### config.mk
export PLATFORM = sky130hd
export DESIGN_NAME = hevc_start_code_frame_splitter_top_flat
export DESIGN_NICKNAME = d
export VERILOG_FILES = /design/src/rtl/core/hscfs_pkg.sv /design/src/rtl/core/hscfs_if.sv /design/src/rtl/core/hevc_start_code_frame_splitter_top.sv /design/src/rtl/core/hscfs_front.sv /design/src/rtl/core/hscfs_queue.sv /design/src/rtl/core/hscfs_back.sv /design/src/flat_wrapper.sv
export SDC_FILE = /design/constraint.sdc
export NUM_CORES = 1
export LEC_CHECK = 0
export BUFFER_PORTS_ARGS = -buffer_cell sky130_fd_sc_hd__buf_2
export CAP_MARGIN = 10
export CELL_PAD_IN_SITES_DETAIL_PLACEMENT = 2
export CELL_PAD_IN_SITES_GLOBAL_PLACEMENT = 2
export CORE_UTILIZATION = 44
export CTS_CLUSTER_DIAMETER = 150
export CTS_CLUSTER_SIZE = 10
export DETAILED_ROUTE_END_ITERATION = 7
export PLACE_DENSITY = 0.87
export SYNTH_ARGS = -nofsm -noshare
export SYNTH_HDL_FRONTEND = slang
export SYNTH_SLANG_ARGS = --single-unit
### constraint.sdc
create_clock -name clock -period 13.1 [get_ports clock]
set_input_delay 2.62 -clock clock [delete_from_list [all_inputs] [get_ports clock]]
set_output_delay 2.62 -clock clock [all_outputs]
set_load 0.02 [all_outputs]
### src/rtl/core/hscfs_pkg.sv
// Package for the H.265 start code frame splitter.
// Shared widths, header codes, frame kinds and the close-event type.
// No dependencies.

package hscfs_pkg;

   // Field widths
   localparam int unsigned BYTE_W  = 8;
   localparam int unsigned KIND_W  = 3;
   localparam int unsigned POS_W   = 32;
   localparam int unsigned LEN_W   = 21;
   localparam int unsigned FILL_W  = 3;

   // Frame size limit and the distance at which an open frame is abandoned
   localparam int unsigned MAX_FRAME_BYTES = 1048576;
   localparam logic [POS_W-1:0] MAX_FRAME_LEN = POS_W'(MAX_FRAME_BYTES);
   localparam logic [POS_W-1:0] EXPIRE_DIST   = POS_W'(MAX_FRAME_BYTES + 4);

   // Start code detection
   localparam logic [POS_W-1:0]  START_CODE    = 32'h0000_0001;
   localparam logic [POS_W-1:0]  HISTORY_RESET = 32'hFFFF_FFFF;
   localparam logic [FILL_W-1:0] HISTORY_BYTES = 3'd4;
   localparam logic [POS_W-1:0]  CODE_BYTES    = 32'd4;

   // Header byte values
   localparam logic [BYTE_W-1:0] HDR_IDR = 8'h26;
   localparam logic [BYTE_W-1:0] HDR_P   = 8'h02;
   localparam logic [BYTE_W-1:0] HDR_VPS = 8'h40;
   localparam logic [BYTE_W-1:0] HDR_SPS = 8'h42;
   localparam logic [BYTE_W-1:0] HDR_PPS = 8'h44;
   localparam logic [BYTE_W-1:0] HDR_SEI = 8'h4e;

   // Frame kinds
   localparam logic [KIND_W-1:0] KIND_IDR  = 3'd0;
   localparam logic [KIND_W-1:0] KIND_P    = 3'd1;
   localparam logic [KIND_W-1:0] KIND_VPS  = 3'd2;
   localparam logic [KIND_W-1:0] KIND_SPS  = 3'd3;
   localparam logic [KIND_W-1:0] KIND_PPS  = 3'd4;
   localparam logic [KIND_W-1:0] KIND_SEI  = 3'd5;
   localparam logic [KIND_W-1:0] KIND_NONE = 3'd7;

   // Event queue between front and back
   localparam int unsigned QUEUE_DEPTH = 2;
   localparam int unsigned QPTR_W      = 1;
   localparam int unsigned QCNT_W      = 2;

   // One frame close: kind and start of the closed frame, offset of the new start code
   typedef struct packed {
      logic [KIND_W-1:0] kind;
      logic [POS_W-1:0]  open_start;
      logic [POS_W-1:0]  code_start;
   } close_event_type;

   // Header byte decoder
   function automatic logic [KIND_W-1:0] header_kind(input logic [BYTE_W-1:0] hdr);
      logic [KIND_W-1:0] kind;
      unique case (hdr)
         HDR_IDR: kind = KIND_IDR;
         HDR_P:   kind = KIND_P;
         HDR_VPS: kind = KIND_VPS;
         HDR_SPS: kind = KIND_SPS;
         HDR_PPS: kind = KIND_PPS;
         HDR_SEI: kind = KIND_SEI;
         default: kind = KIND_NONE;
      endcase
      return kind;
   endfunction

endpackage

### src/rtl/core/hscfs_if.sv
// Channel interfaces for the frame splitter: byte stream in, frame records out.
// Depends on hscfs_pkg.

interface hscfs_req_if;
   logic                              valid;
   logic                              ready;
   logic [hscfs_pkg::BYTE_W-1:0]      data_byte;
   logic                              end_of_stream;

   modport source(output valid, data_byte, end_of_stream, input ready);
   modport sink(input valid, data_byte, end_of_stream, output ready);
endinterface

interface hscfs_rsp_if;
   logic                              valid;
   logic                              ready;
   logic [hscfs_pkg::KIND_W-1:0]      frame_kind;
   logic [hscfs_pkg::POS_W-1:0]       frame_start;
   logic [hscfs_pkg::LEN_W-1:0]       frame_length;

   modport source(output valid, frame_kind, frame_start, frame_length, input ready);
   modport sink(input valid, frame_kind, frame_start, frame_length, output ready);
endinterface

### src/rtl/core/hevc_start_code_frame_splitter_top.sv
// Top level of the H.265 Annex B start code frame splitter.
// Depends on hscfs_pkg, hscfs_if, hscfs_front, hscfs_queue, hscfs_back.
//
//  channel   | direction | payload                                  | handshake
//  ----------+-----------+------------------------------------------+-------------
//  req_bus   | in        | data_byte[7:0], end_of_stream            | valid/ready
//  rsp_bus   | out       | frame_kind[2:0], frame_start[31:0],      | valid/ready
//            |           | frame_length[20:0]                       |
//
// One byte is taken per cycle while the event queue has room. A frame record
// closed by a header byte goes to rsp_bus via event queue, then result register.
// Synchronous active-high reset clears the history, position and queue.
// req_bus stalls only when the two-entry event queue is full; that happens
// only while rsp_bus is held back with a record pending.

module hevc_start_code_frame_splitter_top (
   input  logic        clock,
   input  logic        reset,
   hscfs_req_if.sink   req_bus,
   hscfs_rsp_if.source rsp_bus
);

   logic                       accept;
   logic                       push;
   hscfs_pkg::close_event_type push_event;
   logic                       q_full;
   logic                       pop;
   logic                       head_valid;
   hscfs_pkg::close_event_type head_event;

   assign req_bus.ready = !q_full;
   assign accept        = req_bus.valid && !q_full;

   hscfs_front u_front (
      .clock         (clock),
      .reset         (reset),
      .accept        (accept),
      .data_byte     (req_bus.data_byte),
      .end_of_stream (req_bus.end_of_stream),
      .push          (push),
      .push_event    (push_event)
   );

   hscfs_queue u_queue (
      .clock      (clock),
      .reset      (reset),
      .push       (push),
      .push_event (push_event),
      .full       (q_full),
      .pop        (pop),
      .head_valid (head_valid),
      .head_event (head_event)
   );

   hscfs_back u_back (
      .clock      (clock),
      .reset      (reset),
      .head_valid (head_valid),
      .head_event (head_event),
      .pop        (pop),
      .out_ready  (rsp_bus.ready),
      .out_valid  (rsp_bus.valid),
      .out_kind   (rsp_bus.frame_kind),
      .out_start  (rsp_bus.frame_start),
      .out_length (rsp_bus.frame_length)
   );

   // No close event may arrive while the queue has no room
   a_no_push_when_full: assert property (@(posedge clock) disable iff (reset)
      q_full |-> !push)
      else $error("close event pushed into a full queue");

   // A record always covers at least a start code and a header byte
   a_len_range: assert property (@(posedge clock) disable iff (reset)
      rsp_bus.valid |-> (rsp_bus.frame_length >= hscfs_pkg::LEN_W'(5)))
      else $error("frame record shorter than start code plus header");

   // No record right after reset
   a_idle_after_reset: assert property (@(posedge clock)
      $past(reset) |-> !rsp_bus.valid)
      else $error("record presented right after reset");

   // A popped event needs a queued entry
   a_pop_needs_entry: assert property (@(posedge clock) disable iff (reset)
      pop |-> head_valid)
      else $error("event taken from an empty queue");

endmodule

### src/rtl/core/hscfs_front.sv
// Front end: byte history, start code detection, header classification and
// open-frame tracking. Emits one close event per frame that a start code ends.
// Depends on hscfs_pkg.

module hscfs_front (
   input  logic                           clock,
   input  logic                           reset,
   input  logic                           accept,
   input  logic [hscfs_pkg::BYTE_W-1:0]   data_byte,
   input  logic                           end_of_stream,
   output logic                           push,
   output hscfs_pkg::close_event_type     push_event
);

   logic [hscfs_pkg::POS_W-1:0]  hist_ff, hist_in;
   logic [hscfs_pkg::FILL_W-1:0] fill_ff, fill_in;
   logic [hscfs_pkg::POS_W-1:0]  pos_ff, pos_in;
   logic                         open_ff, open_in;
   logic [hscfs_pkg::KIND_W-1:0] kind_ff, kind_in;
   logic [hscfs_pkg::POS_W-1:0]  start_ff, start_in;

   logic                         found;
   logic [hscfs_pkg::KIND_W-1:0] hdr_kind;
   logic [hscfs_pkg::POS_W-1:0]  code_start;
   logic [hscfs_pkg::POS_W-1:0]  open_span;

   // Detection and classification of the current byte
   assign found      = (fill_ff == hscfs_pkg::HISTORY_BYTES) && (hist_ff == hscfs_pkg::START_CODE);
   assign hdr_kind   = hscfs_pkg::header_kind(data_byte);
   assign code_start = pos_ff - hscfs_pkg::CODE_BYTES;
   assign open_span  = pos_ff - start_ff;

   assign push                  = accept && found && open_ff;
   assign push_event.kind       = kind_ff;
   assign push_event.open_start = start_ff;
   assign push_event.code_start = code_start;

   // Next state for one accepted byte
   always_comb begin
      hist_in  = hist_ff;
      fill_in  = fill_ff;
      pos_in   = pos_ff;
      open_in  = open_ff;
      kind_in  = kind_ff;
      start_in = start_ff;
      if (accept) begin
         if (found) begin
            if (hdr_kind != hscfs_pkg::KIND_NONE) begin
               open_in  = 1'b1;
               kind_in  = hdr_kind;
               start_in = code_start;
            end else begin
               open_in = 1'b0;
            end
         end else if (open_ff && (open_span >= hscfs_pkg::EXPIRE_DIST)) begin
            // oversize frame, no valid close possible any more
            open_in = 1'b0;
         end
         hist_in = {hist_ff[hscfs_pkg::POS_W-hscfs_pkg::BYTE_W-1:0], data_byte};
         if (fill_ff != hscfs_pkg::HISTORY_BYTES) begin
            fill_in = fill_ff + 3'd1;
         end
         pos_in = pos_ff + 32'd1;
         if (end_of_stream) begin
            hist_in  = hscfs_pkg::HISTORY_RESET;
            fill_in  = '0;
            pos_in   = '0;
            open_in  = 1'b0;
            kind_in  = '0;
            start_in = '0;
         end
      end
   end

   always_ff @(posedge clock) begin
      if (reset) begin
         hist_ff  <= hscfs_pkg::HISTORY_RESET;
         fill_ff  <= '0;
         pos_ff   <= '0;
         open_ff  <= 1'b0;
         kind_ff  <= '0;
         start_ff <= '0;
      end else begin
         hist_ff  <= hist_in;
         fill_ff  <= fill_in;
         pos_ff   <= pos_in;
         open_ff  <= open_in;
         kind_ff  <= kind_in;
         start_ff <= start_in;
      end
   end

endmodule

### src/rtl/core/hscfs_queue.sv
// Two-entry event queue between the front and the back of the frame splitter.
// Depends on hscfs_pkg.

module hscfs_queue (
   input  logic                       clock,
   input  logic                       reset,
   input  logic                       push,
   input  hscfs_pkg::close_event_type push_event,
   output logic                       full,
   input  logic                       pop,
   output logic                       head_valid,
   output hscfs_pkg::close_event_type head_event
);

   hscfs_pkg::close_event_type   mem_ff [hscfs_pkg::QUEUE_DEPTH];
   logic [hscfs_pkg::QPTR_W-1:0] wr_ff, wr_in;
   logic [hscfs_pkg::QPTR_W-1:0] rd_ff, rd_in;
   logic [hscfs_pkg::QCNT_W-1:0] cnt_ff, cnt_in;

   assign full       = (cnt_ff == hscfs_pkg::QCNT_W'(hscfs_pkg::QUEUE_DEPTH));
   assign head_valid = (cnt_ff != '0);
   assign head_event = mem_ff[rd_ff];

   // Pointer and count update
   always_comb begin
      wr_in  = wr_ff;
      rd_in  = rd_ff;
      cnt_in = cnt_ff;
      if (push) begin
         wr_in = wr_ff + 1'b1;
      end
      if (pop) begin
         rd_in = rd_ff + 1'b1;
      end
      if (push && !pop) begin
         cnt_in = cnt_ff + 2'd1;
      end else if (pop && !push) begin
         cnt_in = cnt_ff - 2'd1;
      end
   end

   always_ff @(posedge clock) begin
      if (reset) begin
         wr_ff  <= '0;
         rd_ff  <= '0;
         cnt_ff <= '0;
      end else begin
         wr_ff  <= wr_in;
         rd_ff  <= rd_in;
         cnt_ff <= cnt_in;
      end
   end

   // Entry storage
   always_ff @(posedge clock) begin
      if (push) begin
         mem_ff[wr_ff] <= push_event;
      end
   end

endmodule

### src/rtl/core/hscfs_back.sv
// Back end: turns close events into frame records (length, size check)
// and holds the result register toward the response channel.
// Depends on hscfs_pkg.

module hscfs_back (
   input  logic                           clock,
   input  logic                           reset,
   input  logic                           head_valid,
   input  hscfs_pkg::close_event_type     head_event,
   output logic                           pop,
   input  logic                           out_ready,
   output logic                           out_valid,
   output logic [hscfs_pkg::KIND_W-1:0]   out_kind,
   output logic [hscfs_pkg::POS_W-1:0]    out_start,
   output logic [hscfs_pkg::LEN_W-1:0]    out_length
);

   logic                         valid_ff, valid_in;
   logic [hscfs_pkg::KIND_W-1:0] kind_ff;
   logic [hscfs_pkg::POS_W-1:0]  start_ff;
   logic [hscfs_pkg::LEN_W-1:0]  length_ff;
   logic [hscfs_pkg::POS_W-1:0]  len;
   logic                         len_ok;

   // Length of the closed frame, start code included
   assign len    = head_event.code_start - head_event.open_start;
   assign len_ok = (len <= hscfs_pkg::MAX_FRAME_LEN);

   // Take an event whenever the result register is free or draining
   assign pop = head_valid && (!valid_ff || out_ready);

   always_comb begin
      valid_in = valid_ff;
      if (valid_ff && out_ready) begin
         valid_in = 1'b0;
      end
      if (pop && len_ok) begin
         valid_in = 1'b1;
      end
   end

   always_ff @(posedge clock) begin
      if (reset) begin
         valid_ff <= 1'b0;
      end else begin
         valid_ff <= valid_in;
      end
   end

   // Result payload
   always_ff @(posedge clock) begin
      if (pop && len_ok) begin
         kind_ff   <= head_event.kind;
         start_ff  <= head_event.open_start;
         length_ff <= len[hscfs_pkg::LEN_W-1:0];
      end
   end

   assign out_valid  = valid_ff;
   assign out_kind   = kind_ff;
   assign out_start  = start_ff;
   assign out_length = length_ff;

endmodule
### src/flat_wrapper.sv
// flat-port wrapper written by rule: the top's interface ports become plain ports
module hevc_start_code_frame_splitter_top_flat 
  (clock, reset, req_bus_valid, req_bus_data_byte, req_bus_end_of_stream, req_bus_ready, rsp_bus_valid, rsp_bus_frame_kind, rsp_bus_frame_start, rsp_bus_frame_length, rsp_bus_ready);
  hscfs_req_if req_bus_i ();
  hscfs_rsp_if rsp_bus_i ();
  input  logic clock;
  input  logic reset;
  input wire logic [$bits(req_bus_i.valid)-1:0] req_bus_valid;
  input wire logic [$bits(req_bus_i.data_byte)-1:0] req_bus_data_byte;
  input wire logic [$bits(req_bus_i.end_of_stream)-1:0] req_bus_end_of_stream;
  output wire logic [$bits(req_bus_i.ready)-1:0] req_bus_ready;
  output wire logic [$bits(rsp_bus_i.valid)-1:0] rsp_bus_valid;
  output wire logic [$bits(rsp_bus_i.frame_kind)-1:0] rsp_bus_frame_kind;
  output wire logic [$bits(rsp_bus_i.frame_start)-1:0] rsp_bus_frame_start;
  output wire logic [$bits(rsp_bus_i.frame_length)-1:0] rsp_bus_frame_length;
  input wire logic [$bits(rsp_bus_i.ready)-1:0] rsp_bus_ready;
  assign req_bus_i.valid = req_bus_valid;
  assign req_bus_i.data_byte = req_bus_data_byte;
  assign req_bus_i.end_of_stream = req_bus_end_of_stream;
  assign req_bus_ready = req_bus_i.ready;
  assign rsp_bus_valid = rsp_bus_i.valid;
  assign rsp_bus_frame_kind = rsp_bus_i.frame_kind;
  assign rsp_bus_frame_start = rsp_bus_i.frame_start;
  assign rsp_bus_frame_length = rsp_bus_i.frame_length;
  assign rsp_bus_i.ready = rsp_bus_ready;
  hevc_start_code_frame_splitter_top u_core (.clock(clock), .reset(reset), .req_bus(req_bus_i), .rsp_bus(rsp_bus_i));
endmodule
Word-level counts from Yosys, hierarchy flattened
Memory sizes are Yosys's and may differ from the RTL's. A register that Yosys moved wholly into a read port is not among the register bits.
Index checks and enable logic that the tools add are counted.
- bits in registers: 164
- bits in writable memories: 134
- bits of input ports: 13
- output and inout port bits: 58
- logic and storage cells: 84
- memories kept: 1
- memories (memory ; words ; width ; read ports ; clocked after Yosys merged registers in ; write ports ; line ; RTL):
    u_core.u_queue.mem_ff ; 2 ; 67 ; 1 ; 1 ; 1 ; hscfs_queue.sv:15 ; hscfs_pkg::close_event_type mem_ff [hscfs_pkg::QUEUE_DEPTH];
- $add $sub $neg: 9
- $lt $le $gt $ge: 2
- equal/unequal tests: 11
- multiplexer cells: 23
- reductions and logical operators: 25
- operators by type and width (operator ; count):
    32-bit two-way mux ; 5
    32-bit subtractor ; 2
    32-bit by 1-bit adder with 32-bit output, second input constant ; 1
    32-bit by 1-bit == test with 1-bit output, second input constant ; 1
    8-bit by 7-bit == test with 1-bit output, second input constant ; 4
    32-bit by 21-bit >= comparator with 1-bit output, second input constant ; 1
    32-bit by 21-bit less-or-equal comparator with 1-bit output, second input constant ; 1
    32-bit by 3-bit subtractor with 32-bit output, second input constant ; 1
    3-bit one-hot mux with 6 select lines ; 1
    3-bit two-way mux ; 5
    2-bit nonzero test ; 6
    1-bit logical AND ; 10
    1-bit two-way mux ; 10
    8-bit by 2-bit == test with 1-bit output, second input constant ; 1
    8-bit by 6-bit == test with 1-bit output, second input constant ; 1
    3-bit != test, second input constant ; 2
    1-bit zero test ; 4
    2-bit two-way mux ; 2
    2-bit AND reduction ; 2
    3-bit by 1-bit adder with 3-bit output, second input constant ; 1
    3-bit == test, second input constant ; 1
    3-bit AND reduction ; 1
    3-bit nonzero test ; 1
    1-bit adder, second input constant ; 2
    other kinds (4) ; 4

Depth between registers and ports, before layout
Gate-level depths: netlist of the first run.
- depth in word-level cells: 9
- gate-level depth with buffers: 16
- gate-level depth less buffers: 13

Modules after synthesis
From an unflattened synthesis of the first run, not the netlist that was laid out.
- cells, all modules: 1479
- area, all modules: 15807.7 um^2
- by module, submodules not included (module ; instances ; cells each ; area an instance (um^2) ; seq. area each (um^2)):
    hscfs_front ; 1 ; 842 ; 6663.9 ; 2062.0
    hscfs_queue ; 1 ; 230 ; 5156.2 ; 4124.0
    hscfs_back ; 1 ; 405 ; 3977.6 ; 1701.6
    hevc_start_code_frame_splitter_top ; 1 ; 2 ; 10.0 ; 0.0

Worst setup path after synthesis of the first run
OpenSTA, ideal clock, no wires.
- path kind: input to register
- start: in req_bus_valid
- end: mem u_core.u_queue.mem_ff[0][0] (netlist name), enable pin
- library setup time: 0.500 ns
- data arrival time: 6.180 ns
- required time: 12.600 ns
- path slack: 6.419 ns
- stages on the path: 4
- path buffers: 0
- cell sequence: inv_1 nor2_1 and3_1 nor2b_1
- word-level cells in the longest chain between the ends: 5
- RTL lines (element ; line ; RTL):
    start, declared ; flat_wrapper.sv:8 ; input wire logic [$bits(req_bus_i.valid)-1:0] req_bus_valid;
    1-bit logical AND ; hevc_start_code_frame_splitter_top.sv:32 ; assign accept = req_bus.valid && !q_full;
    1-bit logical AND (2 in a row) ; hscfs_front.sv:33 ; assign push = accept && found && open_ff;
    via u_core.push ; hevc_start_code_frame_splitter_top.sv:24 ; logic push;
    1-bit two-way mux ; hscfs_queue.sv:56 ; if (push) begin
    1-bit two-way mux (not written as such) ; hscfs_queue.sv:57 ; mem_ff[wr_ff] <= push_event;
    end, declared ; hscfs_queue.sv:15 ;
The timed path passes the listed nets, and every way through them passes these cells.

==> impl_metrics.xml, run 1 <==
<?xml version="1.0" encoding="UTF-8"?>
<metrics>
  <group name="run_status">
    <metric name="run_status" unit="">completed</metric>
  </group>
  <group name="hold_path">
    <metric name="hold_path_startpoint" unit="">u_core.u_front.hist_ff[24]</metric>
    <metric name="whs_path_depth" unit="">2</metric>
    <metric name="timing.hold.worst_endpoint" unit="">u_core.u_front.hist_ff[24]</metric>
    <metric name="holdCritPathClass" unit="">register to register</metric>
  </group>
  <group name="power">
    <metric name="worst_ir_drop_vdd" unit="mV">0.0926</metric>
    <metric name="p_leak" unit="nW">6.88</metric>
    <metric name="powerDensity" unit="mW/mm^2">116</metric>
  </group>
  <group name="synthesis">
    <metric name="postSynthRegisterBits" unit="">299</metric>
    <metric name="ys_async_sr_fraction" unit="%">0</metric>
    <metric name="synth_top_cell_area_share" unit="%">37.4</metric>
    <metric name="yosys.cell_types.count" unit="">74</metric>
    <metric name="synth_top_flop_cell" unit="">edfxtp_1</metric>
    <metric name="synth-edff-count" unit="">190</metric>
    <metric name="post_synthesis_cells" unit="">1471</metric>
    <metric name="top_cells_by_area_in_the_synthesized_netlist" unit="">edfxtp_1, dfxtp_1, ha_1, nand2_1, nor2_1</metric>
    <metric name="synth_nets" unit="">1554</metric>
    <metric name="yosysTopAreaCell" unit="">edfxtp_1</metric>
    <metric name="synth_seq_area_share" unit="%">51.7</metric>
    <metric name="synth.avg_cell_area" unit="um^2">10.4</metric>
    <metric name="syn-cell-area" unit="mm^2">0.0153</metric>
    <metric name="yosys_warnings" unit="">0</metric>
  </group>
  <group name="clocking">
    <metric name="cts.repair.resized" unit="">0</metric>
    <metric name="cts.htree.levels" unit="">2</metric>
    <metric name="clock_sink_count" unit="">299</metric>
    <metric name="cts_max_path_buffers" unit="">3</metric>
    <metric name="cts_inserted_buffers" unit="">35</metric>
    <metric name="tritoncts_clock_tree" unit="">built</metric>
    <metric name="cts_root_buf" unit="">clkbuf_16</metric>
    <metric name="holdBufCountCts" unit="">0</metric>
    <metric name="clock_latency_on_the_worst_skew_pair" unit="ps">540</metric>
    <metric name="clkSlewWorstSetupHoldPaths" unit="ps">60</metric>
    <metric name="post_cts.repair.setup_buffers" unit="">0</metric>
  </group>
  <group name="drt">
    <metric name="first_pass_iters" unit="">5</metric>
    <metric name="drt.antenna.violating_nets" unit="">0</metric>
    <metric name="vias_per_cell" unit="">6.27</metric>
    <metric name="remaining_drc_errors" unit="">0</metric>
    <metric name="detail_route.iter0.violations" unit="">1020</metric>
    <metric name="wire_per_inst" unit="um">28.6</metric>
    <metric name="routed-via-count" unit="">12569</metric>
    <metric name="wl" unit="um">57200</metric>
  </group>
  <group name="sta">
    <metric name="period_needed" unit="ps">5960</metric>
    <metric name="timing_max_transition_violations_final" unit="">0</metric>
    <metric name="timing.clock.skew" unit="ps">32.2</metric>
    <metric name="timing.slew.headroom" unit="%">28.0</metric>
    <metric name="final-setup-viol-count" unit="">0</metric>
    <metric name="hold-worst-slack" unit="ps">472</metric>
    <metric name="worst_slew_pin_slew" unit="ps">1080</metric>
    <metric name="final_critical_path_setup_slack" unit="ps">7140</metric>
    <metric name="fin_crit_share" unit="%">45.5</metric>
    <metric name="rsz0062_at_grt" unit="">no</metric>
    <metric name="finalHoldViolCount" unit="">0</metric>
    <metric name="maxClockFrequency" unit="MHz">168</metric>
    <metric name="setup_total_negative_slack" unit="ps">0</metric>
  </group>
  <group name="run">
    <metric name="cap_violations" unit="">0</metric>
  </group>
  <group name="placed_design">
    <metric name="globalplace.congestion" unit="">0.840</metric>
    <metric name="dp_hpwl" unit="um">36100</metric>
    <metric name="preCtsSetupSlack" unit="ps">7110</metric>
    <metric name="io_buffer_count" unit="">70</metric>
  </group>
  <group name="die">
    <metric name="design.portCount" unit="">71</metric>
    <metric name="dieArea" unit="mm^2">0.0354</metric>
    <metric name="design.core.area" unit="mm^2">0.0338</metric>
    <metric name="die_h" unit="um">188</metric>
    <metric name="start_util" unit="%">45.1</metric>
    <metric name="die-width" unit="um">188</metric>
    <metric name="rows" unit="">67</metric>
  </group>
  <group name="worst_setup_path">
    <metric name="worstPathArrival" unit="ps">6160</metric>
    <metric name="r2r_end" unit="">u_core.u_back.out_start[3]</metric>
    <metric name="reg2reg_slack" unit="ps">7140</metric>
    <metric name="timing_worst_setup_path_type" unit="">register to register</metric>
    <metric name="crit_path_end_kind" unit="">register</metric>
    <metric name="critPathRequiredTime" unit="ps">13300</metric>
    <metric name="timing.reg2reg.worst_path_depth" unit="">14</metric>
    <metric name="cp_launch_type" unit="">register</metric>
    <metric name="path_max_fanout" unit="">50</metric>
  </group>
  <group name="finish">
    <metric name="n_antenna_cell" unit="">0</metric>
    <metric name="final_nets" unit="">1613</metric>
    <metric name="area_growth_syn_to_layout" unit="%">11.9</metric>
    <metric name="drive_above_1_share" unit="%">11.6</metric>
  </group>
  <group name="grt">
    <metric name="overflow" unit="">0</metric>
    <metric name="grt_start_max_net_pins" unit="">68</metric>
    <metric name="gr-usage-met2" unit="%">57.6</metric>
    <metric name="via_count_of_the_first_global_routing_pass" unit="">13667</metric>
    <metric name="busiest_layer" unit="">met2</metric>
    <metric name="met1_grt_util" unit="%">40.6</metric>
    <metric name="antenna_violations_before_repair" unit="">1</metric>
    <metric name="grt.total_usage" unit="%">32.4</metric>
    <metric name="global_route_wire_length_before_repair" unit="um">88100</metric>
    <metric name="met3_usage_grt" unit="%">4.60</metric>
  </group>
</metrics>
[worst max-delay path, cell delays in order, from the launching register on]
cell and delay (ps):
dfxtp_4 530, buf_4 680, mux2_2 420, ha_1 410, and2_1 230, nand3_1 140
a211oi_1 580, o211ai_1 250, a21boi_0 400, a31oi_1 180, xnor2_1 200, a2111oi_0 580
nand4b_1 310, inv_2 350, buf_12 290
[per-stage QoR]
stage	instances	instance area, um^2	util [%]	total power, mW
5_1_grt	2004	17100	50.5	2.02
2_1_floorplan	1471	15300	-	1.05
6_report	2004	17100	50.5	1.98
3_5_place_dp	1940	16000	47.5	1.06
3_3_place_gp	1940	16000	47.5	1.06
4_1_cts	2003	17100	50.5	1.99
[layer usage]
layer  wire, um  vias to the layer above
met1      23700                     6569
li1           -                     5415
met4       1530                        0
met2      29000                      482
met3       3030                      103
met5          0                        -
[cells in the mapped netlist, drive strengths merged (14+ instances only)]
cell type	instances
nand3	59
xnor2	49
mux2	36
o21ai	51
nand2b	22
nor2	129
nor4	19
dfxtp	109
nand2	148
xor2	53
a21o	19
nand4	14
nor2b	14
edfxtp	190
nor3	22
clkbuf	50
a21oi	74
a22oi	35
ha	68
inv	93
mux2i	38
or3	17
[cell type report]
| type | instances | area (um^2) |
|---|---|---|
| Fill cell | 3379 | 16700 |
| Clock buffer | 61 | 995 |
| Timing Repair Buffer | 82 | 453 |
| Multi-Input combinational cell | 1019 | 6800 |
| Inverter | 93 | 349 |
| Sequential cell | 299 | 7890 |
| Clock inverter | 2 | 25.0 |
| Tap cell | 448 | 561 |
[report_power, final]
| part | switching [mW] | internal (mW) | total, mW |
|---|---|---|---|
| logic | 0.0292 | 0.0134 | 0.0426 |
| registers | 0.00559 | 0.996 | 1.00 |
| clock network | 0.424 | 0.517 | 0.940 |
[worst max-delay path by stage]
stage / startpoint / endpoint / slack (ps) / depth (start not counted)
after floorplan: req_bus_valid / u_core.u_queue.mem_ff[0][0] / 6420 / 4
after global placement: register / u_core.u_back.out_start[4] / 7430 / 13
after detailed placement: register / u_core.u_back.out_start[5] / 7110 / 13
after CTS: register / u_core.u_back.out_start[3] / 6970 / 13
after global routing: register / u_core.u_back.out_start[3] / 7100 / 14
final: register / u_core.u_back.out_start[3] / 7140 / 14
[layout by cell type (no fill, tap or decap), types with 25 or more instances in the layout]
master,n
inv_1,92
dfxtp_1,108
nand3_1,59
mux2i_1,38
ha_1,68
buf_2,70
clkbuf_16,36
nor2_1,128
clkbuf_1,25
nand2_1,148
mux2_2,36
xor2_1,53
o21ai_0,48
xnor2_1,49
a22oi_1,35
edfxtp_1,190
a21oi_1,73
[state kept, by name, summed over array words and instances (netlist names), 2 cells and up, named ones only]
register / count
u_core.u_front.fill_ff: 3
u_core.u_front.start_ff: 32
u_core.u_back.out_start: 32
u_core.u_front.hist_ff: 32
u_core.u_front.kind_ff: 3
u_core.u_queue.mem_ff: 134
u_core.u_front.pos_ff: 32
u_core.u_queue.cnt_ff: 2
u_core.u_back.out_kind: 3
u_core.u_back.out_length: 21
[logic make-up (layout without fill, tap and decap cells)]
| group | count (synthesis) | in the layout | synth area share [%] |
|---|---|---|---|
| compound gates | 276 | 276 | 12.0 |
| flops | 299 | 299 | 51.7 |
| mux | 74 | 74 | 5.15 |
| fa+ha+maj | 70 | 70 | 5.84 |
| simple gates | 497 | 497 | 15.6 |
| xor+xnor | 102 | 102 | 5.86 |
| buf+inv | 153 | 238 | 3.87 |
(Power assumes the default switching activity.)
==> inputs of run 2 (changes only) <==
CORE_UTILIZATION = 37   (was 44)
PLACE_DENSITY = 0.78   (was 0.87)
clock period = 5.07 ns   (was 13.1 ns; I/O delays follow)
==> run 2 against run 1 <==
  * Count of clock-buffer cells in the layout fell by 4
  * Clock skew down 17 ps
  * Global-route usage decreased by 9.9 points
  * Flip-flop and latch count unchanged
  * Sequential power increased to 2.6 times the previous value
  * Critical path depth is the same
  * Setup slack lost 7000 ps
  * Final area increased by 0.97%
  * Register-to-register slack lost 7000 ps
  * Worst hold slack is essentially flat
  * Clock power rose by 140%
  * Highest routed layer unchanged
==> impl_metrics.xml, run 2 (synthesis gave the netlist of run 1 again) <==
<?xml version="1.0" encoding="UTF-8"?>
<metrics>
  <group name="run_status">
    <metric name="run_status" unit="">completed</metric>
  </group>
  <group name="worst_setup_path">
    <metric name="reg2reg_slack" unit="ps">120</metric>
    <metric name="crit_path_cell_trace" unit="">mux2i_1 &gt; inv_1 &gt; ha_1 &gt; nor2b_1 &gt; o2111ai_1 &gt; a211oi_1 &gt; or4_4 &gt; a21o_2 &gt; a211o_1 &gt; or4b_1 &gt; a21oi_1 &gt; nand4b_1 &gt; clkinvlp_4 &gt; clkbuf_16</metric>
    <metric name="critPathRequiredTime" unit="ps">5310</metric>
    <metric name="timing.critical_path.slowest_stage_cell" unit="">or4_4</metric>
    <metric name="r2r_end" unit="">u_core.u_back.out_length[16]</metric>
    <metric name="path_max_fanout" unit="">22</metric>
    <metric name="cp_launch_type" unit="">register</metric>
    <metric name="crit_path_end_kind" unit="">register</metric>
    <metric name="worstPathArrival" unit="ps">5200</metric>
    <metric name="timing.reg2reg.worst_path_depth" unit="">14</metric>
    <metric name="critical-path-max-stage-delay" unit="ps">620</metric>
    <metric name="timing_worst_setup_path_type" unit="">register to register</metric>
  </group>
  <group name="power">
    <metric name="power" unit="mW">4.97</metric>
    <metric name="p_leak" unit="nW">6.90</metric>
    <metric name="powerDensity" unit="mW/mm^2">288</metric>
    <metric name="worst_ir_drop_vdd" unit="mV">0.157</metric>
  </group>
  <group name="drt">
    <metric name="wire_per_inst" unit="um">22.5</metric>
    <metric name="remaining_drc_errors" unit="">0</metric>
    <metric name="detail_route.iter0.violations" unit="">483</metric>
    <metric name="first_pass_iters" unit="">4</metric>
    <metric name="wl" unit="um">47000</metric>
    <metric name="vias_per_cell" unit="">5.50</metric>
    <metric name="drt.antenna.violating_nets" unit="">0</metric>
    <metric name="routed-via-count" unit="">11505</metric>
  </group>
  <group name="grt">
    <metric name="antenna_violations_before_repair" unit="">0</metric>
    <metric name="global_route_wire_length_before_repair" unit="um">73200</metric>
    <metric name="grt_start_max_net_pins" unit="">47</metric>
    <metric name="overflow" unit="">0</metric>
    <metric name="grt.total_usage" unit="%">22.5</metric>
    <metric name="via_count_of_the_first_global_routing_pass" unit="">12691</metric>
  </group>
  <group name="clocking">
    <metric name="cts.htree.levels" unit="">2</metric>
    <metric name="clock_sink_count" unit="">299</metric>
    <metric name="cts_inserted_buffers" unit="">35</metric>
    <metric name="clock_latency_on_the_worst_skew_pair" unit="ps">540</metric>
    <metric name="cts_max_path_buffers" unit="">3</metric>
    <metric name="tritoncts_clock_tree" unit="">built</metric>
    <metric name="clkSlewWorstSetupHoldPaths" unit="ps">50</metric>
    <metric name="cts_root_buf" unit="">clkbuf_16</metric>
    <metric name="post_cts.repair.setup_buffers" unit="">0</metric>
  </group>
  <group name="finish">
    <metric name="n_antenna_cell" unit="">0</metric>
    <metric name="final_nets" unit="">1620</metric>
    <metric name="layout.cells.most_common_list" unit="">edfxtp_1, nand2_1, nor2_1</metric>
    <metric name="largest_register_ffs" unit="">134</metric>
    <metric name="area_growth_syn_to_layout" unit="%">13.0</metric>
    <metric name="mostFrequentLayoutCell" unit="">edfxtp_1</metric>
    <metric name="top_register" unit="">u_core.u_queue.mem_ff</metric>
    <metric name="drive_above_1_share" unit="%">12.2</metric>
  </group>
  <group name="die">
    <metric name="design.core.area" unit="mm^2">0.0407</metric>
    <metric name="start_util" unit="%">37.4</metric>
    <metric name="die_h" unit="um">205</metric>
    <metric name="die-width" unit="um">205</metric>
    <metric name="dieArea" unit="mm^2">0.0420</metric>
    <metric name="design.portCount" unit="">71</metric>
    <metric name="rows" unit="">74</metric>
  </group>
  <group name="sta">
    <metric name="final-setup-viol-count" unit="">0</metric>
    <metric name="timing_max_transition_violations_final" unit="">0</metric>
    <metric name="finalHoldViolCount" unit="">0</metric>
    <metric name="fin_crit_share" unit="%">97.7</metric>
    <metric name="timing.slew.headroom" unit="%">24.0</metric>
    <metric name="maxClockFrequency" unit="MHz">202</metric>
    <metric name="period_needed" unit="ps">4950</metric>
    <metric name="rsz0062_at_grt" unit="">no</metric>
    <metric name="timing.clock.skew" unit="ps">15.4</metric>
    <metric name="worst_slew_pin_slew" unit="ps">1140</metric>
    <metric name="setup_total_negative_slack" unit="ps">0</metric>
  </group>
  <group name="placed_design">
    <metric name="io_buffer_count" unit="">70</metric>
    <metric name="globalplace.congestion" unit="">0.856</metric>
    <metric name="dp_hpwl" unit="um">34600</metric>
  </group>
  <group name="hold_path">
    <metric name="whs_path_depth" unit="">2</metric>
    <metric name="hold_path_startpoint" unit="">u_core.u_front.hist_ff[28]</metric>
    <metric name="holdCritPathClass" unit="">register to register</metric>
    <metric name="timing.hold.worst_endpoint" unit="">u_core.u_front.hist_ff[28]</metric>
  </group>
  <group name="run">
    <metric name="cap_violations" unit="">0</metric>
  </group>
</metrics>
-- run 2: changes by cell type in the layout (fill, tap and decap cells not counted), sizes merged --
cell and delta:
buf +6, inv -1, clkinv -1, clkinvlp +1, clkbuf -3
-- run 2: what timing repair did --
| item | 4_1_cts | 5_1_grt |
|---|---|---|
| gates resized for setup | 0 | 8 |
| hold buffers | 0 | 0 |
| setup endpoints to repair | 0 | 56 |
-- run 2: worst max-delay path: cells and delay by family (launching register included) --
family,cells,cell delay (ps)
muxes,1,490
and+or+nand+nor,4,1500
adders and majority gates,1,320
DFF,1,470
AOI/OAI and AO/OA,5,1300
buffers and inverters,3,580
-- run 2: where the power goes --
| group | switching (mW) | total (mW) | internal [mW] |
|---|---|---|---|
| clock | 0.987 | 2.27 | 1.28 |
| sequential | 0.0142 | 2.59 | 2.58 |
| combinational | 0.0741 | 0.109 | 0.0346 |
-- run 2: layer usage --
metal / GRT usage (%) / routed length (um) / share of wire, % / vias up
met3: 3.23 / 1160 / 2.5 / 78
met4: 6.53 / 1100 / 2.4 / 0
met1: 28.6 / 21200 / 45 / 5860
met2: 39.6 / 23500 / 50 / 148
met5: 0 / 0 / 0 / -
li1: - / - / - / 5419
-- run 2: worst max path at each step --
stage	startpoint	to	cells after the start
floorplan	register	u_core.u_back.out_kind[0]	15
global placement	register	u_core.u_back.out_start[7]	14
global route	register	u_core.u_back.out_length[16]	14
finish	register	u_core.u_back.out_length[16]	14
detailed placement	register	u_core.u_back.out_start[7]	15
CTS	register	u_core.u_back.out_start[9]	15
-- run 2: area by class of cell --
class,count,area [um^2]
Inverter,93,353
Fill cell,4231,23500
Clock inverter,1,8.76
Multi-Input combinational cell,1019,6830
Sequential cell,299,7890
Timing Repair Buffer,89,534
Clock buffer,57,958
Tap cell,532,666
-- run 2: stage by stage --
step / area (um^2) / hold slack, ps / utilization (%) / std cells / setup slack [ps]
finish: 17200 / 472 / 42.3 / 2090 / 116
global route: 17200 / 498 / 42.3 / 2090 / 13.9
CTS: 17200 / 480 / 42.2 / 2089 / 17.8
detailed placement: 16200 / 466 / 39.8 / 2031 / 7.40
global placement: 16200 / 452 / 39.8 / 2031 / 308
floorplan: 15300 / 426 / - / 1471 / 46.6
==> inputs of run 3 (changes only) <==
ABC_AREA = 1   (was unset)
CORE_UTILIZATION = 34   (was 37)
PLACE_DENSITY = unset   (was 0.78)
PLACE_DENSITY_LB_ADDON = 0.1   (was unset)
==> run 3 against run 2 <==
  * Count of clock-buffer cells in the layout down 7
  * Routed wire length is 15% higher
  * Combinational power rose to 29 times the previous value
  * Flip-flop and latch count is the same
  * Clock skew up 10 ps
  * Synthesized cell count grew 42%
  * Global-route usage decreased by 0.75 points
  * Sequential share of layout area down 3.8 points
  * Critical path type unchanged
  * Largest power group is now combinational logic
==> impl_metrics.xml, run 3 <==
<?xml version="1.0" encoding="UTF-8"?>
<metrics>
  <group name="run_status">
    <metric name="run_status" unit="">completed</metric>
  </group>
  <group name="die">
    <metric name="design.core.area" unit="mm^2">0.0481</metric>
    <metric name="dieArea" unit="mm^2">0.0502</metric>
    <metric name="start_util" unit="%">34.8</metric>
    <metric name="rows" unit="">80</metric>
    <metric name="design.portCount" unit="">71</metric>
    <metric name="die_h" unit="um">224</metric>
    <metric name="die-width" unit="um">224</metric>
  </group>
  <group name="clocking">
    <metric name="cts.repair.resized" unit="">0</metric>
    <metric name="clkSlewWorstSetupHoldPaths" unit="ps">50</metric>
    <metric name="cts.htree.levels" unit="">2</metric>
    <metric name="post_cts.repair.setup_buffers" unit="">0</metric>
    <metric name="cts_root_buf" unit="">clkbuf_16</metric>
    <metric name="cts_max_path_buffers" unit="">3</metric>
    <metric name="holdBufCountCts" unit="">0</metric>
    <metric name="clock_sink_count" unit="">299</metric>
    <metric name="tritoncts_clock_tree" unit="">built</metric>
    <metric name="cts_inserted_buffers" unit="">35</metric>
    <metric name="clock_latency_on_the_worst_skew_pair" unit="ps">550</metric>
  </group>
  <group name="grt">
    <metric name="grt_start_max_net_pins" unit="">68</metric>
    <metric name="global_route_wire_length_before_repair" unit="um">84500</metric>
    <metric name="met3_usage_grt" unit="%">2.81</metric>
    <metric name="met1_grt_util" unit="%">27.1</metric>
    <metric name="grt.total_usage" unit="%">21.8</metric>
    <metric name="busiest_layer" unit="">met2</metric>
    <metric name="overflow" unit="">0</metric>
    <metric name="via_count_of_the_first_global_routing_pass" unit="">15370</metric>
    <metric name="antenna_violations_before_repair" unit="">1</metric>
    <metric name="gr-usage-met2" unit="%">38.3</metric>
  </group>
  <group name="sta">
    <metric name="final-setup-viol-count" unit="">0</metric>
    <metric name="timing.slew.headroom" unit="%">35.9</metric>
    <metric name="rsz0062_at_grt" unit="">no</metric>
    <metric name="finalHoldViolCount" unit="">0</metric>
    <metric name="maxClockFrequency" unit="MHz">223</metric>
    <metric name="timing.clock.skew" unit="ps">25.4</metric>
    <metric name="worst_slew_pin_slew" unit="ps">961</metric>
    <metric name="period_needed" unit="ps">4490</metric>
    <metric name="fin_crit_share" unit="%">88.5</metric>
    <metric name="setup_total_negative_slack" unit="ps">0</metric>
    <metric name="timing_max_transition_violations_final" unit="">0</metric>
  </group>
  <group name="drt">
    <metric name="routed-via-count" unit="">14005</metric>
    <metric name="wire_per_inst" unit="um">19.1</metric>
    <metric name="vias_per_cell" unit="">4.94</metric>
    <metric name="wl" unit="um">54000</metric>
    <metric name="remaining_drc_errors" unit="">0</metric>
    <metric name="drt.antenna.violating_nets" unit="">0</metric>
    <metric name="detail_route.iter0.violations" unit="">476</metric>
    <metric name="first_pass_iters" unit="">4</metric>
  </group>
  <group name="power">
    <metric name="cellInternalPower" unit="mW">5.01</metric>
    <metric name="power.share.sequential" unit="%">34.5</metric>
    <metric name="p_sw" unit="mW">3.23</metric>
    <metric name="power_share_of_the_combinational_group" unit="%">37.9</metric>
    <metric name="p_leak" unit="nW">8.50</metric>
    <metric name="sw_frac_of_total" unit="%">39.2</metric>
    <metric name="power.clock.fraction" unit="%">27.6</metric>
    <metric name="worst_ir_drop_vdd" unit="mV">0.190</metric>
    <metric name="powerDensity" unit="mW/mm^2">437</metric>
  </group>
  <group name="worst_setup_path">
    <metric name="cp_launch_type" unit="">register</metric>
    <metric name="critical-path-max-stage-delay" unit="ps">660</metric>
    <metric name="timing_worst_setup_path_type" unit="">register to register</metric>
    <metric name="timing.critical_path.slowest_stage_cell" unit="">dfxtp_4</metric>
    <metric name="crit_path_frequent_cell" unit="">nor2_1</metric>
    <metric name="worstPathArrival" unit="ps">4690</metric>
    <metric name="critPathRequiredTime" unit="ps">5280</metric>
    <metric name="path_max_fanout" unit="">56</metric>
    <metric name="endpoint" unit="">u_core.u_back.out_start[2]</metric>
    <metric name="reg2reg_slack" unit="ps">580</metric>
    <metric name="crit_path_end_kind" unit="">register</metric>
    <metric name="r2r_end" unit="">u_core.u_back.out_start[2]</metric>
    <metric name="crit_path_cell_trace" unit="">buf_4 &gt; mux2_2 &gt; ha_1 &gt; nand2_1 &gt; nor2_1 &gt; inv_1 &gt; nor2_1 &gt; nand3_1 &gt; nand3_1 &gt; o21ai_0 &gt; nor2_1 &gt; nand4_1 &gt; nor2_1 &gt; nand3_1 &gt; inv_2 &gt; buf_12</metric>
    <metric name="timing.reg2reg.worst_path_depth" unit="">16</metric>
  </group>
  <group name="synthesis">
    <metric name="post_synthesis_cells" unit="">2093</metric>
    <metric name="synth-edff-count" unit="">190</metric>
    <metric name="yosysTopAreaCell" unit="">edfxtp_1</metric>
    <metric name="synth_nets" unit="">2176</metric>
    <metric name="synth_seq_area_share" unit="%">47.1</metric>
    <metric name="postSynthRegisterBits" unit="">299</metric>
    <metric name="synth.avg_cell_area" unit="um^2">8.00</metric>
    <metric name="yosys_warnings" unit="">0</metric>
    <metric name="top_cells_by_area_in_the_synthesized_netlist" unit="">edfxtp_1, nand2_1, dfxtp_1, inv_1, ha_1</metric>
    <metric name="synth_top_cell_area_share" unit="%">34.1</metric>
    <metric name="synth.most_common_cell" unit="">nand2_1</metric>
    <metric name="syn-cell-area" unit="mm^2">0.0167</metric>
    <metric name="yosys.cell_types.count" unit="">53</metric>
    <metric name="synth_top_flop_cell" unit="">edfxtp_1</metric>
    <metric name="synth.cells.most_frequent" unit="">nand2_1, inv_1, edfxtp_1</metric>
    <metric name="ys_async_sr_fraction" unit="%">0</metric>
  </group>
  <group name="finish">
    <metric name="layout.cells.most_common_list" unit="">nand2_1, inv_1, edfxtp_1</metric>
    <metric name="filler_cell_count" unit="">5494</metric>
    <metric name="top_register" unit="">u_core.u_queue.mem_ff</metric>
    <metric name="drive_above_1_share" unit="%">8.94</metric>
    <metric name="mostFrequentLayoutCell" unit="">nand2_1</metric>
    <metric name="area_growth_syn_to_layout" unit="%">12.4</metric>
    <metric name="final_util" unit="%">39.1</metric>
    <metric name="largest_register_ffs" unit="">134</metric>
    <metric name="n_antenna_cell" unit="">0</metric>
    <metric name="final_nets" unit="">2248</metric>
  </group>
  <group name="placed_design">
    <metric name="dp_hpwl" unit="um">42900</metric>
    <metric name="globalplace.congestion" unit="">0.824</metric>
    <metric name="io_buffer_count" unit="">70</metric>
  </group>
  <group name="run">
    <metric name="cap_violations" unit="">0</metric>
  </group>
  <group name="hold_path">
    <metric name="holdCritPathClass" unit="">register to register</metric>
  </group>
</metrics>
run 3: changes by cell type after synthesis, moves of 20 or more:
cell / change
nand4_1: +23
o211ai_1: +26
mux2i_1: -36
a21oi_1: +55
inv_1: +268
nor2_1: +42
nand2b_1: -21
nand3_1: +33
xnor2_1: -42
nand2_1: +434
o21ai_0: +27
xor2_1: -20
a22oi_1: -35
run 3: area by class of cell:
type	instances	area (um^2)	area share (%)
inverters	368	1380	7.34
repair buffers	81	445	2.37
multi-input cells	1380	7300	38.8
flip-flops and latches	299	7890	41.9
clock inverters	2	25.0	0.133
clock buffers	50	953	5.07
well taps	656	821	4.36
run 3: cells by family (layout without fill, tap and decap cells):
| kind of cell | Yosys count | in the layout | synth area share, % |
|---|---|---|---|
| XOR/XNOR | 42 | 42 | 2.29 |
| flip-flops | 299 | 299 | 47.1 |
| adder cells (fa/ha/maj) | 70 | 70 | 5.32 |
| multiplexers | 36 | 36 | 2.41 |
| AO/OA/AOI/OAI | 259 | 259 | 8.55 |
| AND/OR/NAND/NOR | 973 | 973 | 25.0 |
| buffers and inverters | 414 | 501 | 9.40 |
run 3: power groups by stage:
stage	combinational, mW	sequential [mW]	clock (mW)
floorplan	2.15	2.83	0
global placement	3.00	2.89	0
detailed placement	3.13	2.90	0
CTS	3.16	2.85	2.35
global route	3.50	2.86	2.42
finish	3.12	2.84	2.27
run 3: stage by stage:
| step | hold WS (ps) | area [um^2] | cells | setup slack (ps) | power, mW |
|---|---|---|---|---|---|
| finish | 473 | 18800 | 2836 | 584 | 8.23 |
| CTS | 478 | 18800 | 2836 | 564 | 8.36 |
| floorplan | 425 | 16700 | 2093 | 292 | 4.97 |
| global route | 487 | 18800 | 2836 | 320 | 8.78 |
| detailed placement | 457 | 17800 | 2784 | 583 | 6.02 |
| global placement | 436 | 17800 | 2784 | 657 | 5.88 |
run 3: worst min-delay path by stage:
stage	startpoint	endpoint	depth (start not counted)
after CTS	u_core.u_front.hist_ff[29]	u_core.u_front.hist_ff[29]	2
final	u_core.u_front.hist_ff[29]	u_core.u_front.hist_ff[29]	2
after detailed placement	u_core.u_queue.rd_ff	u_core.u_queue.rd_ff	1
after global placement	u_core.u_queue.rd_ff	u_core.u_queue.rd_ff	1
after floorplan	u_core.u_queue.rd_ff	register	1
after global routing	u_core.u_front.open_ff	u_core.u_front.open_ff	2
run 3: per-layer routing:
| metal | part of all wire [%] | vias to the layer above |
|---|---|---|
| met5 | 0 | - |
| met4 | 3.5 | 0 |
| met3 | 2.4 | 84 |
| met2 | 49 | 151 |
| met1 | 45 | 6865 |
| li1 | - | 6905 |
run 3: worst max-delay path: cells and delay by family (launching register included):
family | cells | cell delay [ps]
AOI/OAI and AO/OA | 1 | 120
and+or+nand+nor | 9 | 1710
DFF | 1 | 660
muxes | 1 | 370
buffers and inverters | 4 | 840
adders and majority gates | 1 | 390
